File: config.mk
export PLATFORM = sky130hd
export DESIGN_NAME = tcf_ram
export DESIGN_NICKNAME = d
export VERILOG_FILES = /design/src/rtl/tcf_ram.sv
export SDC_FILE = /design/constraint.sdc
export NUM_CORES = 1
export LEC_CHECK = 0
export ABC_AREA = 1
export BUFFER_PORTS_ARGS = -buffer_cell sky130_fd_sc_hd__buf_2
export CAP_MARGIN = 20
export CORE_MARGIN = 3
export CORE_UTILIZATION = 43
export CTS_BUF_LIST = sky130_fd_sc_hd__clkbuf_8
export DETAILED_ROUTE_END_ITERATION = 6
export PLACE_DENSITY = 0.63
export SLEW_MARGIN = 10
export SYNTH_ARGS = -nofsm -noshare
export SYNTH_HDL_FRONTEND = slang
export SYNTH_SLANG_ARGS = --single-unit
export TNS_END_PERCENT = 100
File: constraint.sdc
create_clock -name clk -period 2.7 [get_ports clk]
set_clock_uncertainty 0.05 [all_clocks]
set_input_delay 0.135 -clock clk [delete_from_list [all_inputs] [get_ports clk]]
set_output_delay 0.135 -clock clk [all_outputs]
set_load 0.02 [all_outputs]
File: src/rtl/tcf_ram.sv
module tcf_ram #(
    parameter int DEPTH  = 36,
    parameter int ADDR_W = 6,
    parameter int DATA_W = 32
) (
    input  logic              clk,
    input  logic              we,
    input  logic [ADDR_W-1:0] waddr,
    input  logic [DATA_W-1:0] wdata,
    input  logic [ADDR_W-1:0] raddr,
    output logic [DATA_W-1:0] rdata
);

    logic [DATA_W-1:0] mem [DEPTH];
    logic [DATA_W-1:0] rdata_reg;

    always_ff @(posedge clk)
    begin
        if (we)
        begin
            mem[waddr] <= wdata;
        end
        rdata_reg <= mem[raddr];
    end

    assign rdata = rdata_reg;

endmodule

# == Yosys cells after proc, flatten, opt, wreduce, memory -nomap -nowiden ==
# Memories as Yosys holds them, arrays and structs flattened. A register that Yosys moved wholly into a read port is not among the register bits.
# Index checks and enable logic that the tools add are counted.
# totals
memories,1
ramBits,1152
regBits,0
# memory_table
memory,depth,width,rd,rd_ports_with_merged_regs,wr,line,source
mem,36,32,1,1,1,14,logic [DATA_W-1:0] mem [DEPTH];
# op_classes
mux,2
# op_table
cell,count
$mux W1,2

# == Depth between registers and ports, before layout ==
# depth
word_depth,2
ltp_mapped,12
depth_no_buf,9

# == Least setup slack after synthesis ==
# Ideal clock, no wire load.
# synth_path
path_kind,in2reg
from,input port waddr[4]
to,memory mem[24][0] (enable)
arrival_ns,1.872
t_required_ns,2.229
path_slack_ns,0.357
cell_stages,4
setup_time_ns,0.421
path_cell_list,inv_1 > nor2_1 > nand3_1 > nor2_1
# synth_lines
element,line,source
from (decl),8,"input logic [ADDR_W-1:0] waddr,"
to (decl),14,
# Straight into the memory's write port.

==> results.md <==
- The flow ran to the end, and the final reports show no timing, DRC or antenna violations.
- The die area is 114000 sq um.
- The register bit count reported by yosys is 1184.
- The clock latency at the later pin of the worst-skew pair is 0.86 ns.
- The required time at the worst-slack endpoint is 3.35 ns.
- The via count normalized by instance count is 5.53.
- The tightest min-delay check is of the in -> reg type.
- The critical path starts at raddr[1].
- The tree is rooted in a sky130_fd_sc_hd__clkbuf_8.
- Clock tree synthesis found a total of 1184 sinks.
- The routability-driven placement congestion ratio is 0.804.
- For the worst flop-to-flop path, the logic depth is 6.
- The cell count after placement is 5212.
- The post-route DRC violation count is 0.
- The portion of the clock cycle consumed by the worst path in the final layout is 90.4%.
- At the pin with the least slew margin, the transition time is 0.776 ns.
- The maximum number of pins on one net before global-route repair is 106.
- The met3 track demand over resource is 6.83%.
- Input and output buffers added on the ports amount to 77.
- Leaving out fill and tap cells, the most frequent cell in the layout is sky130_fd_sc_hd__nand2_1.
- The setup-violating endpoint count in the final report is 0.
- The worst setup path is captured at a flop.
- The via count of the first global-routing pass is 29854.
- After legalization and detailed placement, the total HPWL measured 70.0 mm.
- The final critical-path required period is 2.44 ns.
- The maximum number of buffers from clock root to sink is 3.
- The Yosys step of the flow raised 0 warnings.
- The final-report hold violation count is 0.
- From synthesis to final layout, the design area changed by 13.2%.
- The worst min-delay path startpoint is waddr[4].
- Once layout is complete, the cells apart from fillers number 5605.
- The sort of element at the start of the critical path is an input port.
- The clock tree synthesis step divided the H-tree into 4 levels.
- The CTS tree is yes.
- The register with the most flip-flops in the layout has 1152 of them.
- The post-route antenna net violation count is 0.
- Across every metal layer, demand over resource in global routing totals 23.3%.
- The post-route setup TNS is 0 ns.
- The first global-routing pass estimated 194 mm of wire.
- For this run, global-route usage on met1 was measured as 32.2%.
- The detail-routed net length per standard cell is 23.7 um.
- The number of pins exceeding their max-slew limit in the final report is 0.
- The top cell types in the final layout, fill and taps aside, are 1346 x sky130_fd_sc_hd__nand2_1, 1152 x sky130_fd_sc_hd__edfxtp_1, 875 x sky130_fd_sc_hd__nand3_1, 206 x sky130_fd_sc_hd__clkbuf_8, 101 x sky130_fd_sc_hd__inv_1.
- Once the floorplan was initialized, standard cells occupied 43.7% of the core.
- The met2 track demand over resource is 34.8%.
- Once layout is complete, the utilization of the core stands at 49.5%.
- The pre-antenna-repair detailed-routing pass consisted of 6 iterations.
- Setup repair after global routing left no endpoint under its margin.
- After the first detailed-routing iteration, the DRC count stood at 3699.
- During I/O placement, the number of pins put on the boundary was 78.
- The wire length reported by the detailed router is 133 mm.
- The leakage dissipation is 0.0194 uW.
- The clock input transition at the sequential cells of the worst setup and hold paths is 0.06 ns.
- In the final design database the tool counted 4085 nets.
- After synthesis the cells add up to 47200 sq um.
- Measured against its own limit, the worst slew margin works out to 48.1%.
- The timing-limited maximum frequency is 410 MHz.
- The number of setup buffers added after CTS is 0.
- The kind of critical path is in -> reg.
- The cell count after synthesis is 3860.
- The number of antenna violations at the first check in global routing is 6.
- The number of buffers added by the clock tree synthesis step is 187.
- The area inside the core boundary is 108000 sq um.
- The y dimension of the die is 337 um.
- At the worst endpoint, the arrival time is 3.10 ns.
- The worst flop-to-flop path startpoint is mem[34][31].
- The total power density per cell area is 693 nW/um^2.
- Synthesis produced a netlist with a net count of 3906.
- The highest ir drop seen on vdd is 0.394 mV.
- Along the worst hold path, the cell count comes to 6.
- In this run, post-CTS repair resized a total of 0 instances.
- Dividing the synthesized area by the synthesized cell count gives 12.2 sq um.
- The floorplan die width is 337 um.
- In this run, distinct cell masters in the synthesized netlist total 18.
- Of all nets on the critical path, the largest fanout is 58.
- The fraction of final layout cells sized beyond drive strength 1 is 11.1%.
- After global routing, the most crowded layer is met2.
- The number of maximum-capacitance constraint violations is 0.
- The total congestion overflow is 0.
- Of the synthesized area, sequential elements account for 74.6%.
- Row generation in the floorplan step produced 120 rows.
- The total number of vias is 31021.
cells in the mapped netlist, drive strengths merged:
| library cell | n | area [sq um] |
|---|---|---|
| nand3 | 875 | 4380 |
| edfxtp | 1152 | 34600 |
| nand2 | 1346 | 5050 |
| clkbuf | 45 | 169 |
| dfxtp | 32 | 641 |
| nor2 | 103 | 387 |
| inv | 11 | 51.3 |
| buf | 200 | 1440 |
| o21ai | 64 | 320 |
| o22ai | 32 | 200 |
cell type report:
| type | count | area [sq um] |
|---|---|---|
| Inverter | 11 | 85.1 |
| Antenna cell | 4 | 10.0 |
| Fill cell | 9272 | 54500 |
| Clock inverter | 142 | 704 |
| Sequential cell | 1184 | 35200 |
| Clock buffer | 206 | 2840 |
| Timing Repair Buffer | 235 | 2250 |
| Tap cell | 1403 | 1760 |
| Multi-Input combinational cell | 2420 | 10600 |
worst max-delay path, stage by stage:
cell	delay [ns]
sky130_fd_sc_hd__dlygate4sd3_1	0.56
sky130_fd_sc_hd__buf_8	0.21
sky130_fd_sc_hd__clkinv_8	0.29
sky130_fd_sc_hd__buf_12	0.30
sky130_fd_sc_hd__buf_4	0.17
sky130_fd_sc_hd__o21ai_0	0.07
sky130_fd_sc_hd__o22ai_1	0.09
sky130_fd_sc_hd__nand2_1	0.07
sky130_fd_sc_hd__dlygate4sd3_1	0.56
sky130_fd_sc_hd__nand2_1	0.05
sky130_fd_sc_hd__dlygate4sd3_1	0.54
report_power, final:
group	total (uW)	internal [uW]	switching [uW]
logic	2390	641	1750
registers	20500	20300	114
clock network	14200	7240	6980
logic make-up (layout without fill, tap and decap cells):
| group | after synthesis | after routing | share of synthesized area (%) |
|---|---|---|---|
| compound gates | 96 | 96 | 1.10 |
| buf+inv | 256 | 594 | 3.51 |
| other cells | 0 | 4 | 0 |
| simple gates | 2324 | 2324 | 20.8 |
| flops | 1184 | 1184 | 74.6 |
metal layers:
layer  share of wire [%]  wire [um]
met1                  41      54500
met2                  44      59000
met3                  11      14900
met4                 3.3       4450
met5              0.0083         11
final timing paths:
check                           slack [ns]         end
worst max-delay path                  0.26   rdata[31]
worst min-delay path                  0.11  mem[1][18]
worst max register to register        0.66   rdata[31]
worst min register to register        0.55   rdata[16]
through the flow:
step                      worst slack (ns)  instance area [sq um]  total power (uW)  hold WS (ns)
final                                0.259                  53500             37100         0.110
after global routing                 0.226                  53500             38300         0.107
after CTS                            0.373                  53500             37300        0.0407
after detailed placement             0.550                  49500             23100         0.505
after global placement               0.590                  49500             23100         0.504
after floorplan                      0.357                  47200             22100         0.184
repair_timing:
action / 4_1_cts / 5_1_grt
setup endpoints to repair: 0 / 0
hold endpoints to repair: 1184 / 0
hold buffers: 41 / 0
Note: power is estimated with default switching activity, not from simulation.
