<file path="src/rtl/tcf_pkg.sv">
package tcf_pkg;

    localparam int IDX_W     = 3;
    localparam int DATA_W    = 32;
    localparam int CFG_W     = 4;
    localparam int TILE_DEF  = 8;
    localparam int FRAC_DEF  = 16;

    typedef enum logic [3:0] {
        S_IDLE,
        S_PIV_RD,
        S_PIV_CHK,
        S_SQRT,
        S_COL_RD,
        S_COL_START,
        S_COL_WAIT,
        S_UPD_A,
        S_UPD_B,
        S_UPD_MUL,
        S_UPD_WR,
        S_EMIT_RD,
        S_EMIT_OUT,
        S_ERR
    } state_t;

    // packed lower-triangle address of (r, c)
    function automatic logic [5:0] tri_addr(input logic [IDX_W-1:0] r,
                                            input logic [IDX_W-1:0] c);
        logic [5:0] rr;
        rr = {3'b000, r};
        return ((rr * (rr + 6'd1)) >> 1) + {3'b000, c};
    endfunction

endpackage

</file>
<file path="src/rtl/tcf_arith.sv">
module tcf_arith #(
    parameter int FRAC_BITS = tcf_pkg::FRAC_DEF
) (
    input  logic                              clk,
    input  logic                              rst_n,
    input  logic                              start_sqrt,
    input  logic                              start_div,
    input  logic signed [tcf_pkg::DATA_W-1:0] operand,
    input  logic        [tcf_pkg::DATA_W-1:0] divisor,
    output logic                              done,
    output logic signed [tcf_pkg::DATA_W-1:0] result
);

    localparam int RW    = 32 + FRAC_BITS + (FRAC_BITS % 2);
    localparam int HW    = RW / 2;
    localparam int REM_W = 34;
    localparam int CNT_W = $clog2(RW + 1);

    logic             busy_reg, busy_next;
    logic             sqrt_reg, sqrt_next;
    logic             done_reg, done_next;
    logic             sign_reg, sign_next;
    logic [CNT_W-1:0] cnt_reg, cnt_next;
    logic [RW-1:0]    sh_reg, sh_next;
    logic [REM_W-1:0] rem_reg, rem_next;
    logic [HW-1:0]    root_reg, root_next;
    logic [REM_W-1:0] rem_s, trial;
    logic [31:0]      mag;

    always_ff @(posedge clk or negedge rst_n)
    begin
        if (!rst_n)
        begin
            busy_reg <= 1'b0;
            done_reg <= 1'b0;
        end
        else
        begin
            busy_reg <= busy_next;
            done_reg <= done_next;
        end
    end

    always_ff @(posedge clk)
    begin
        sqrt_reg <= sqrt_next;
        sign_reg <= sign_next;
        cnt_reg  <= cnt_next;
        sh_reg   <= sh_next;
        rem_reg  <= rem_next;
        root_reg <= root_next;
    end

    always_comb
    begin
        busy_next = busy_reg;
        sqrt_next = sqrt_reg;
        done_next = 1'b0;
        sign_next = sign_reg;
        cnt_next  = cnt_reg;
        sh_next   = sh_reg;
        rem_next  = rem_reg;
        root_next = root_reg;
        mag       = operand[31] ? 32'(-operand) : 32'(operand);
        rem_s     = '0;
        trial     = '0;
        if (start_sqrt || start_div)
        begin
            busy_next = 1'b1;
            sqrt_next = start_sqrt;
            sign_next = operand[31];
            cnt_next  = start_sqrt ? CNT_W'(HW) : CNT_W'(RW);
            sh_next   = RW'(mag) << FRAC_BITS;
            rem_next  = '0;
            root_next = '0;
        end
        else if (busy_reg)
        begin
            if (sqrt_reg)
            begin
                // one root digit per cycle
                rem_s = {rem_reg[REM_W-3:0], sh_reg[RW-1:RW-2]};
                trial = {(REM_W-2)'(root_reg), 2'b01};
                sh_next = {sh_reg[RW-3:0], 2'b00};
                if (rem_s >= trial)
                begin
                    rem_next  = rem_s - trial;
                    root_next = {root_reg[HW-2:0], 1'b1};
                end
                else
                begin
                    rem_next  = rem_s;
                    root_next = {root_reg[HW-2:0], 1'b0};
                end
            end
            else
            begin
                // one quotient bit per cycle, shifted in behind the dividend
                rem_s = {rem_reg[REM_W-2:0], sh_reg[RW-1]};
                if (rem_s >= REM_W'(divisor))
                begin
                    rem_next = rem_s - REM_W'(divisor);
                    sh_next  = {sh_reg[RW-2:0], 1'b1};
                end
                else
                begin
                    rem_next = rem_s;
                    sh_next  = {sh_reg[RW-2:0], 1'b0};
                end
            end
            cnt_next = cnt_reg - CNT_W'(1);
            if (cnt_reg == CNT_W'(1))
            begin
                busy_next = 1'b0;
                done_next = 1'b1;
            end
        end
    end

    always_comb
    begin
        if (sqrt_reg)
        begin
            result = 32'(root_reg);
        end
        else if (sign_reg)
        begin
            result = (sh_reg > RW'(33'h080000000)) ? 32'sh80000000 : 32'(-sh_reg);
        end
        else
        begin
            result = (sh_reg > RW'(32'h7fffffff)) ? 32'sh7fffffff : 32'(sh_reg);
        end
    end

    assign done = done_reg;

endmodule

</file>
<file path="config.mk">
export PLATFORM = sky130hd
export DESIGN_NAME = tcf_arith
export DESIGN_NICKNAME = d
export VERILOG_FILES = /design/src/rtl/tcf_pkg.sv /design/src/rtl/tcf_arith.sv
export SDC_FILE = /design/constraint.sdc
export NUM_CORES = 1
export LEC_CHECK = 0
export ABC_AREA = 1
export BUFFER_PORTS_ARGS = -buffer_cell sky130_fd_sc_hd__buf_4
export CAP_MARGIN = 20
export CORE_MARGIN = 4
export CORE_UTILIZATION = 30
export CTS_BUF_LIST = sky130_fd_sc_hd__clkbuf_8
export CTS_CLUSTER_SIZE = 8
export DETAILED_ROUTE_END_ITERATION = 12
export REMOVE_ABC_BUFFERS = 1
export SKIP_CTS_REPAIR_TIMING = 1
export SLEW_MARGIN = 20
export SYNTH_ARGS = -nofsm -noshare
export SYNTH_HDL_FRONTEND = slang
export SYNTH_SLANG_ARGS = --single-unit
export TNS_END_PERCENT = 50
</file>
<file path="constraint.sdc">
create_clock -name clk -period 3.5 [get_ports clk]
set_input_delay 0.7 -clock clk [delete_from_list [all_inputs] [get_ports clk]]
set_output_delay 0.7 -clock clk [all_outputs]
set_load 0.01 [all_outputs]
</file>
# Yosys cells after proc, flatten, opt, wreduce, memory -nomap -nowiden
# Cells that the tools add are included.
# classes
addsub	5
order_cmp	4
eq_ne	1
muxes	22
n_reduce_logical	3
# op_table
cell	count
32-bit two-way mux	5
48-bit two-way mux	3
33-bit two-way mux	3
32-bit negator	2
48-bit by 31-bit greater-than comparator with 1-bit output, second input constant	1
48-bit by 32-bit greater-than comparator with 1-bit output, second input constant	1
34-bit by 26-bit greater-or-equal comparator with 1-bit output	1
34-bit by 32-bit greater-or-equal comparator with 1-bit output	1
33-bit by 26-bit subtractor with 33-bit output	1
33-bit by 32-bit subtractor with 33-bit output	1
6-bit two-way mux	3
1-bit two-way mux	8
6-bit by 1-bit == test with 1-bit output, second input constant	1
6-bit by 1-bit subtractor with 6-bit output, second input constant	1
2-bit AND reduction	1
2-bit nonzero test	1
1-bit logical OR	1
# word_totals
regBits	115
out_inout_bits	33

# Longest topological paths before layout
# Gate-level depths: netlist of the first run.
# depth
word_depth	5
depth_mapped	19
mapped_depth_nobuf	19

# Least setup slack after synthesis of the first run
# OpenSTA, ideal clock, no wires.
# synth_timing
path_kind	register to output
from	register sh_reg[47]
to	output port result[23] (netlist bit)
arrival_time_ps	2011
path_slack_ps	789
path_stages_with_launch	12
path_buffers	2
path_cell_list	edfxtp_1 > inv_1 > ha_1 > inv_1 > nor4_1 > nand3_1 > clkbuf_1 > clkbuf_1 > o21ai_0 > nand2_1 > nand2_1 > o21ai_0
# synth_between
elab_chain_cells	4
elab_cells_between_ends	6
cone_classes	order compare (2); mux (4)
# synth_lines
element	line	source
start, declared	tcf_arith.sv:24	logic [RW-1:0] sh_reg, sh_next;
start signal, assigned	tcf_arith.sv:49	sh_reg <= sh_next;
48-bit by 31-bit greater-than comparator with 1-bit output / 48-bit by 32-bit greater-than comparator with 1-bit output (equally long branches)	tcf_arith.sv:132, tcf_arith.sv:128	
32-bit two-way mux, on equally long branches	tcf_arith.sv:132, tcf_arith.sv:128	
32-bit two-way mux (*)	tcf_arith.sv:126	else if (sign_reg)
32-bit two-way mux (*)	tcf_arith.sv:122	if (sqrt_reg)
end, declared	tcf_arith.sv:11	output logic signed [tcf_pkg::DATA_W-1:0] result
# Every way passes the cells marked *; elsewhere a longest branch is shown, timed or not.

# Worst setup path after layout of the first run
# layout_timing
from	register sh_reg[23]
to	output port result[26] (netlist bit)
# layout_between
elab_chain_cells	4
elab_cells_between_ends	7
cone_classes	add/sub (1); order compare (2); mux (4)
# layout_lines
element	line	source
48-bit by 31-bit greater-than comparator with 1-bit output (tied with other cells)	tcf_arith.sv:132	result = (sh_reg > RW'(32'h7fffffff)) ? 32'sh7fffffff : 32'(sh_reg);
32-bit two-way mux, on equally long branches	tcf_arith.sv:132, tcf_arith.sv:128	
32-bit two-way mux (*)	tcf_arith.sv:126	
32-bit two-way mux (*)	tcf_arith.sv:122	
# Marks and branches as above.

==> results of run 1 <==
==> placed cells by master (no fill, tap or decap), types with 20 or more instances in the layout <==
cell type  instances
nand4_1           72
inv_1            388
nand2_1          710
inv_2             20
nor3_1            24
buf_4            145
ha_1              60
a21oi_1           99
dfxtp_1           72
xnor2_1           37
nand3_1          170
nor2_1           209
o21ai_0          110
edfxtp_1          40
o21ai_1           27
==> power by group <==
group	internal, µW	total [µW]	leakage, µW	switching [µW]
clock	726	1410	0.000216	680
combinational	2670	7870	0.00679	5210
sequential	1580	1830	0.00105	254
total	4980	11100	0.00806	6140
==> area by class of cell <==
class	instances	area, µm²
fill	4808	27800
multi-input combinational	1698	8690
sequential	115	2710
inverter	411	1540
timing repair buffer	155	1250
tap	585	732
clock buffer	17	234
clock inverter	15	195
antenna	1	2.50
==> how the worst max path moves through the flow <==
stage,slack (ps),endpoint
after floorplan,-1210,sh_reg[17]
after global placement,370,result[18]
after detailed placement,290,result[18]
after CTS,-240,result[18]
after global routing,-30,result[13]
final,120,result[26]
==> routing by layer <==
| metal | part of all wire (%) | up-vias |
|---|---|---|
| li1 | - | 7569 |
| met1 | 46 | 6746 |
| met2 | 48 | 381 |
| met3 | 4.9 | 55 |
| met4 | 1.7 | 0 |
| met5 | 0 | - |
==> per-stage QoR <==
step	worst slack [ps]	std cells	hold WS, ps	total power (µW)	cell area [µm²]
after floorplan	-1210	2222	404	7430	12800
after global placement	372	2940	490	9560	14500
after detailed placement	292	2940	483	9610	14500
after CTS	-237	2972	-27.6	11100	15000
after global routing	-33.1	2996	435	12300	15400
final	124	2997	458	11100	15400
==> cells by family (layout without fill, tap and decap cells) <==
logic type	after synthesis	after routing
and+or+nand+nor	1265	1267
buffers and inverters	487	598
AOI/OAI and AO/OA	314	314
DFF	115	115
adders and majority gates	63	63
xor gates and xnor gates	47	47
muxes	7	7
other	0	1
==> worst max-delay path, cell delays in order, from the launching register on <==
cell      delay [ps]
edfxtp_1         460
nor2_1           220
nand2_1          100
nor2_1           170
nand3b_1         140
nor2_4           140
nand3_4          150
nand2_4          180
a31oi_1           90
nor3_1           340
buf_4            200
==> Yosys cell counts, types with 5 or more instances <==
| cell | count |
|---|---|
| a21oi_1 | 99 |
| a22oi_1 | 11 |
| buf_1 | 5 |
| buf_2 | 14 |
| clkbuf_1 | 47 |
| dfxtp_1 | 73 |
| edfxtp_1 | 40 |
| ha_1 | 62 |
| inv_1 | 399 |
| inv_2 | 11 |
| mux2i_1 | 7 |
| nand2_1 | 714 |
| nand2_2 | 5 |
| nand3_1 | 173 |
| nand3b_1 | 12 |
| nand4_1 | 72 |
| nor2_1 | 217 |
| nor2_2 | 10 |
| nor3_1 | 25 |
| o21ai_0 | 128 |
| o21ai_1 | 13 |
| o21bai_1 | 17 |
| o221ai_1 | 10 |
| o22ai_1 | 18 |
| or2_2 | 6 |
| xnor2_1 | 37 |
| xor2_1 | 10 |
==> results.sh, run 1 <==
export IMPL_htree_num_levels=4
export IMPL_maxCapViolCount=0
export IMPL_vias_per_cell=4.92
export IMPL_critPathLaunch="sh_reg[23]"
export IMPL_met2_usage_pct=32.5
export IMPL_power_leakage_uw=0.00806
export IMPL_cp_arrival_ps=2680
export IMPL_worst_pin_slew_ps=941
export IMPL_peakVddDrop_uv=500
export IMPL_grt_pass1_vias=13600
export IMPL_drc=0
export IMPL_syn_area_per_cell_um2=5.72
export IMPL_hold_viol=0
export IMPL_synth_mux_area_share_pct=0.533
export IMPL_drive_gt1_share_pct=11.6
export IMPL_synthArstFlopShare_pct=1.74
export IMPL_ys_top_cells_by_area="nand2_1 (20%), inv_1 (11%), dfxtp_1 (11%)"
export IMPL_synth_edff_count=40
export IMPL_path_max_fanout=7
export IMPL_power_density_nw_per_um2=723
export IMPL_synth_seq_area_share_pct=20.6
export IMPL_routed_wirelength_um=47100
export IMPL_grt_ovfl_total=0
export IMPL_synth_warnings=0
export IMPL_dieArea_um2=47200
export IMPL_clock_sinks=115
export IMPL_cp_required_ps=2800
export IMPL_insertion_delay_ps=470
export IMPL_ys_flop_type="dfxtp_1"
export IMPL_cts_tree="built"
export IMPL_synth_distinct_cells=59
export IMPL_crit_path_start_kind="flip-flop"
export IMPL_synth_adder_area_share_pct=6.05
export IMPL_start_util_pct=30.4
export IMPL_clock_skew_ps=17.8
export IMPL_fin_crit_sh_pct=96.5
export IMPL_post_drt_wl_per_cell_um=15.7
export IMPL_slew_limit_headroom_pct=37.2
export IMPL_holdPathEnd="sqrt_reg"
export IMPL_rows=76
export IMPL_portBuffers=100
export IMPL_synth_compound_area_share_pct=13.4
export IMPL_slew_viol_final=0
export IMPL_finalCriticalPeriod_ps=3380
export IMPL_use_met1_pct=26.5
export IMPL_ys_ff_latch=115
export IMPL_synth_top_family_by_area="simple AND/OR/NAND/NOR gates"
export IMPL_hpwlAfterDp_um=37100
export IMPL_hold_start="start_sqrt"
export IMPL_yosysTopAreaCell="nand2_1"
export IMPL_cts_buffer_depth=2
export IMPL_r2r_end="rem_reg[23]"
export IMPL_synth_simple_gate_area_share_pct=41.7
export IMPL_holdCritPathClass="input pin to flip-flop"
export IMPL_coreArea_um2=43200
export IMPL_setup_viol=0
export IMPL_dieHeight_um=217
export IMPL_antenna_found_initial=0
export IMPL_cts_buffers=17
export IMPL_largest_reg_flops=48
export IMPL_outcome="completed"
export IMPL_synth_cells=2298
export IMPL_path_class="flip-flop to output port"
export IMPL_tns_ps=0
export IMPL_grt_pass1_wl_um=73100
export IMPL_synth_area_um2=13100
export IMPL_drt_iter0_markers=1216
export IMPL_top_usage_layer="met2"
export IMPL_fin_nets=2529
export IMPL_r2r_start="root_reg[8]"
export IMPL_clock_fmax_mhz=296
export IMPL_die_w_um=217
export IMPL_firstDrtPassIters=5
export IMPL_clk_pin_slew_ps=80
export IMPL_gp_congestion=0.922
export IMPL_hold_depth=1
export IMPL_pin_count=101
export IMPL_synth_top_area_share_pct=20.4
export IMPL_worstSetupEndpointType="output port"
export IMPL_met3_usage_pct=2.07
export IMPL_cts_root_buf="clkbuf_8"
export IMPL_grtUsageTotal_pct=19.2
export IMPL_drtAntennaViolNets=0
export IMPL_vias=14800
export IMPL_synth_xor_area_share_pct=3.13
export IMPL_r2r_slack_ps=540
export IMPL_syn2layout_area_growth_pct=16.9
export IMPL_fin_util_pct=35.6
export IMPL_grt_max_degree=62
export IMPL_worstRegToRegCells=16
Note: power is estimated with default switching activity, not from simulation.
==> run 2, diff against run 1 <==
ABC_AREA = not set   (was 1)
MAX_ROUTING_LAYER = met4   (was not set)
==> run 2 against run 1 <==
  * The run now ends with setup timing left
  * Sequential power about the same
  * Final area decreased by 7.5%
  * Wire length decreased by 23%
  * Largest power group unchanged
==> results.sh, run 2 <==
export IMPL_post_drt_wl_per_cell_um=17.2
export IMPL_synthTopCellsByCount="a21oi_1 (150), nand2_1 (134), nor2_1 (115)"
export IMPL_num_antenna_cells=0
export IMPL_finalWorstSetupSlack_ps=-1040
export IMPL_crit_path_max_incr_delay_ps=570
export IMPL_antenna_found_initial=0
export IMPL_routed_wirelength_um=36100
export IMPL_gp_congestion=0.940
export IMPL_power_density_nw_per_um2=766
export IMPL_crit_path_start_kind="flip-flop"
export IMPL_pin_count=101
export IMPL_synthArstFlopShare_pct=1.74
export IMPL_syn_area_per_cell_um2=7.65
export IMPL_p_comb_share_pct=70.4
export IMPL_cp_slowest_cell="or4_4"
export IMPL_die_w_um=197
export IMPL_clock_skew_ps=12.0
export IMPL_dieHeight_um=197
export IMPL_coreArea_um2=34900
export IMPL_fin_crit_sh_pct=130
export IMPL_r2r_end="rem_reg[14]"
export IMPL_grtUsageTotal_pct=18.3
export IMPL_cts_buffer_depth=2
export IMPL_rows=68
export IMPL_grt_pass1_vias=10600
export IMPL_grt_pass1_wl_um=56600
export IMPL_ys_top_cells_by_area="dfxtp_1 (14%), edfxtp_1 (11%), ha_1 (7.3%)"
export IMPL_syn2layout_area_growth_pct=32.9
export IMPL_vias_per_cell=5.35
export IMPL_yosys_cell_count_top_type="a21oi_1"
export IMPL_fin_nets=1758
export IMPL_dieArea_um2=38700
export IMPL_outcome="complete, but fails checks"
export IMPL_cp_arrival_ps=3840
export IMPL_vias=11200
export IMPL_p_sw_uw=4970
export IMPL_path_class="flip-flop to output port"
export IMPL_drc=0
export IMPL_hold_start="root_reg[0]"
export IMPL_peakVddDrop_uv=666
export IMPL_power_uw=10900
export IMPL_htree_num_levels=4
export IMPL_maxCapViolCount=0
export IMPL_cts_root_buf="clkbuf_8"
export IMPL_synth_cells=1398
export IMPL_violations="setup timing"
export IMPL_worst_pin_slew_ps=903
export IMPL_drtAntennaViolNets=0
export IMPL_yosysTopAreaCell="dfxtp_1"
export IMPL_synth_area_um2=10700
export IMPL_route_met3_wl_um=1510
export IMPL_top_layer="met4"
export IMPL_worstPathCellList="nor4_4 -> nand4b_4 -> or4_4 -> or4b_4 -> or3_4 -> or3_1 -> or3_1 -> xnor2_1 -> a21oi_2 -> buf_4"
export IMPL_slew_limit_headroom_pct=39.6
export IMPL_grt_ovfl_total=0
export IMPL_final_cell_area_um2=14200
export IMPL_r2r_start="root_reg[12]"
export IMPL_path_max_fanout=5
export IMPL_start_util_pct=30.6
export IMPL_cell_internal_pwr_uw=5910
export IMPL_swShare_pct=45.7
export IMPL_insertion_delay_ps=460
export IMPL_path_buf_inv=1
export IMPL_largest_reg_flops=48
export IMPL_pwr_share_clk_pct=12.6
export IMPL_final_common_cell="buf_4"
export IMPL_power_leakage_uw=0.00591
export IMPL_drt_iter0_markers=692
export IMPL_wl_met1_um=17000
export IMPL_r2r_slack_ps=190
export IMPL_wl_met2_um=16900
export IMPL_ys_ff_latch=115
export IMPL_worstRegToRegCells=13
export IMPL_rsz0062_at_grt="true"
export IMPL_synth_top_area_share_pct=13.7
export IMPL_cp_required_ps=2800
export IMPL_hpwlAfterDp_um=27400
export IMPL_setup_viol=32
export IMPL_final_cell_mix="buf_4 (277), a21oi_1 (135), nand2_1 (129)"
export IMPL_ys_flop_type="dfxtp_1"
export IMPL_dpl_cell_area_um2=13100
export IMPL_hold_depth=2
export IMPL_clock_sinks=115
export IMPL_synth_distinct_cells=79
export IMPL_cts_buffers=17
export IMPL_clk_pin_slew_ps=70
export IMPL_synth_seq_area_share_pct=25.4
export IMPL_synth_warnings=0
export IMPL_clock_fmax_mhz=220
export IMPL_critical_path_top_delay_family="simple AND/OR/NAND/NOR gates"
export IMPL_worstSetupEndpointType="output port"
export IMPL_hold_viol=0
export IMPL_holdPathEnd="root_reg[1]"
export IMPL_cts_tree="built"
export IMPL_tns_ps=-26530
export IMPL_slew_viol_final=0
export IMPL_pwr_share_seq_pct=17.1
export IMPL_synth_edff_count=40
export IMPL_crit_top_cell="or3_1"
export IMPL_grt_max_degree=58
export IMPL_portBuffers=100
export IMPL_finalCriticalPeriod_ps=4540
export IMPL_drive_gt1_share_pct=27.0
export IMPL_holdCritPathClass="flip-flop to flip-flop"
export IMPL_firstDrtPassIters=5
export IMPL_holdWs_ps=457
-- run 2: changes by cell type after synthesis, moves of 18 or more --
cell / previous run / this run
inv_1: 399 / 85
a21oi_1: 99 / 150
xor2_1: 10 / 55
nand2_1: 714 / 134
o21ai_0: 128 / 90
a211oi_1: 1 / 27
nand3_1: 173 / 19
o22ai_1: 18 / 36
mux2i_1: 7 / 54
nand4_1: 72 / 14
nor2_1: 217 / 115
-- run 2: cells by family after synthesis --
logic type | Yosys count | share of synthesized area, %
compound gates | 480 | 28.7
simple gates | 421 | 19.3
buf+inv | 173 | 6.50
flops | 115 | 25.4
xor+xnor | 87 | 7.13
fa+ha+maj | 63 | 7.44
mux | 59 | 5.58
-- run 2: cell type report --
type                       instances  area [µm²]
sequential                       115        2720
tap                              455         569
timing repair buffer             297        2340
inverter                          85         319
multi-input combinational       1111        7840
clock buffer                      18         248
fill                            3576       20700
clock inverter                    14         170
-- run 2: power by group through the flow --
stage	clock [µW]	combinational [µW]	sequential, µW
2_1_floorplan	0	4210	1830
3_3_place_gp	0	7370	1870
3_5_place_dp	0	7400	1880
4_1_cts	1390	7450	1850
5_1_grt	1450	8430	1890
6_report	1370	7660	1860
-- run 2: how the worst max path moves through the flow --
stage / startpoint / to / cells past startpoint
finish: sh_reg[11] / result[31] / 10
global route: sh_reg[11] / result[31] / 10
CTS: sh_reg[0] / result[10] / 13
detailed placement: sh_reg[0] / result[10] / 13
global placement: sh_reg[0] / result[10] / 13
floorplan: start_div / cnt_reg[0] / 4
-- run 2: metal layers --
| metal | GRT usage, % | vias up |
|---|---|---|
| met1 | 25.0 | 5229 |
| met4 | 4.80 | 0 |
| met3 | 1.83 | 41 |
| met5 | - | - |
| met2 | 29.2 | 299 |
| li1 | - | 5643 |
-- run 2: worst min-delay path: stages, from the launching register on --
cell and delay, ps:
dfxtp_1 310, nand2_1 50, a21oi_1 50
-- run 2: through the flow --
| stage | setup slack [ps] | utilization [%] | instances |
|---|---|---|---|
| after detailed placement | -703 | 37.6 | 2052 |
| after global routing | -1160 | 40.7 | 2095 |
| after floorplan | -1600 | - | 1310 |
| after CTS | -1220 | 38.8 | 2084 |
| after global placement | -693 | 37.6 | 2052 |
| final | -1040 | 40.7 | 2095 |
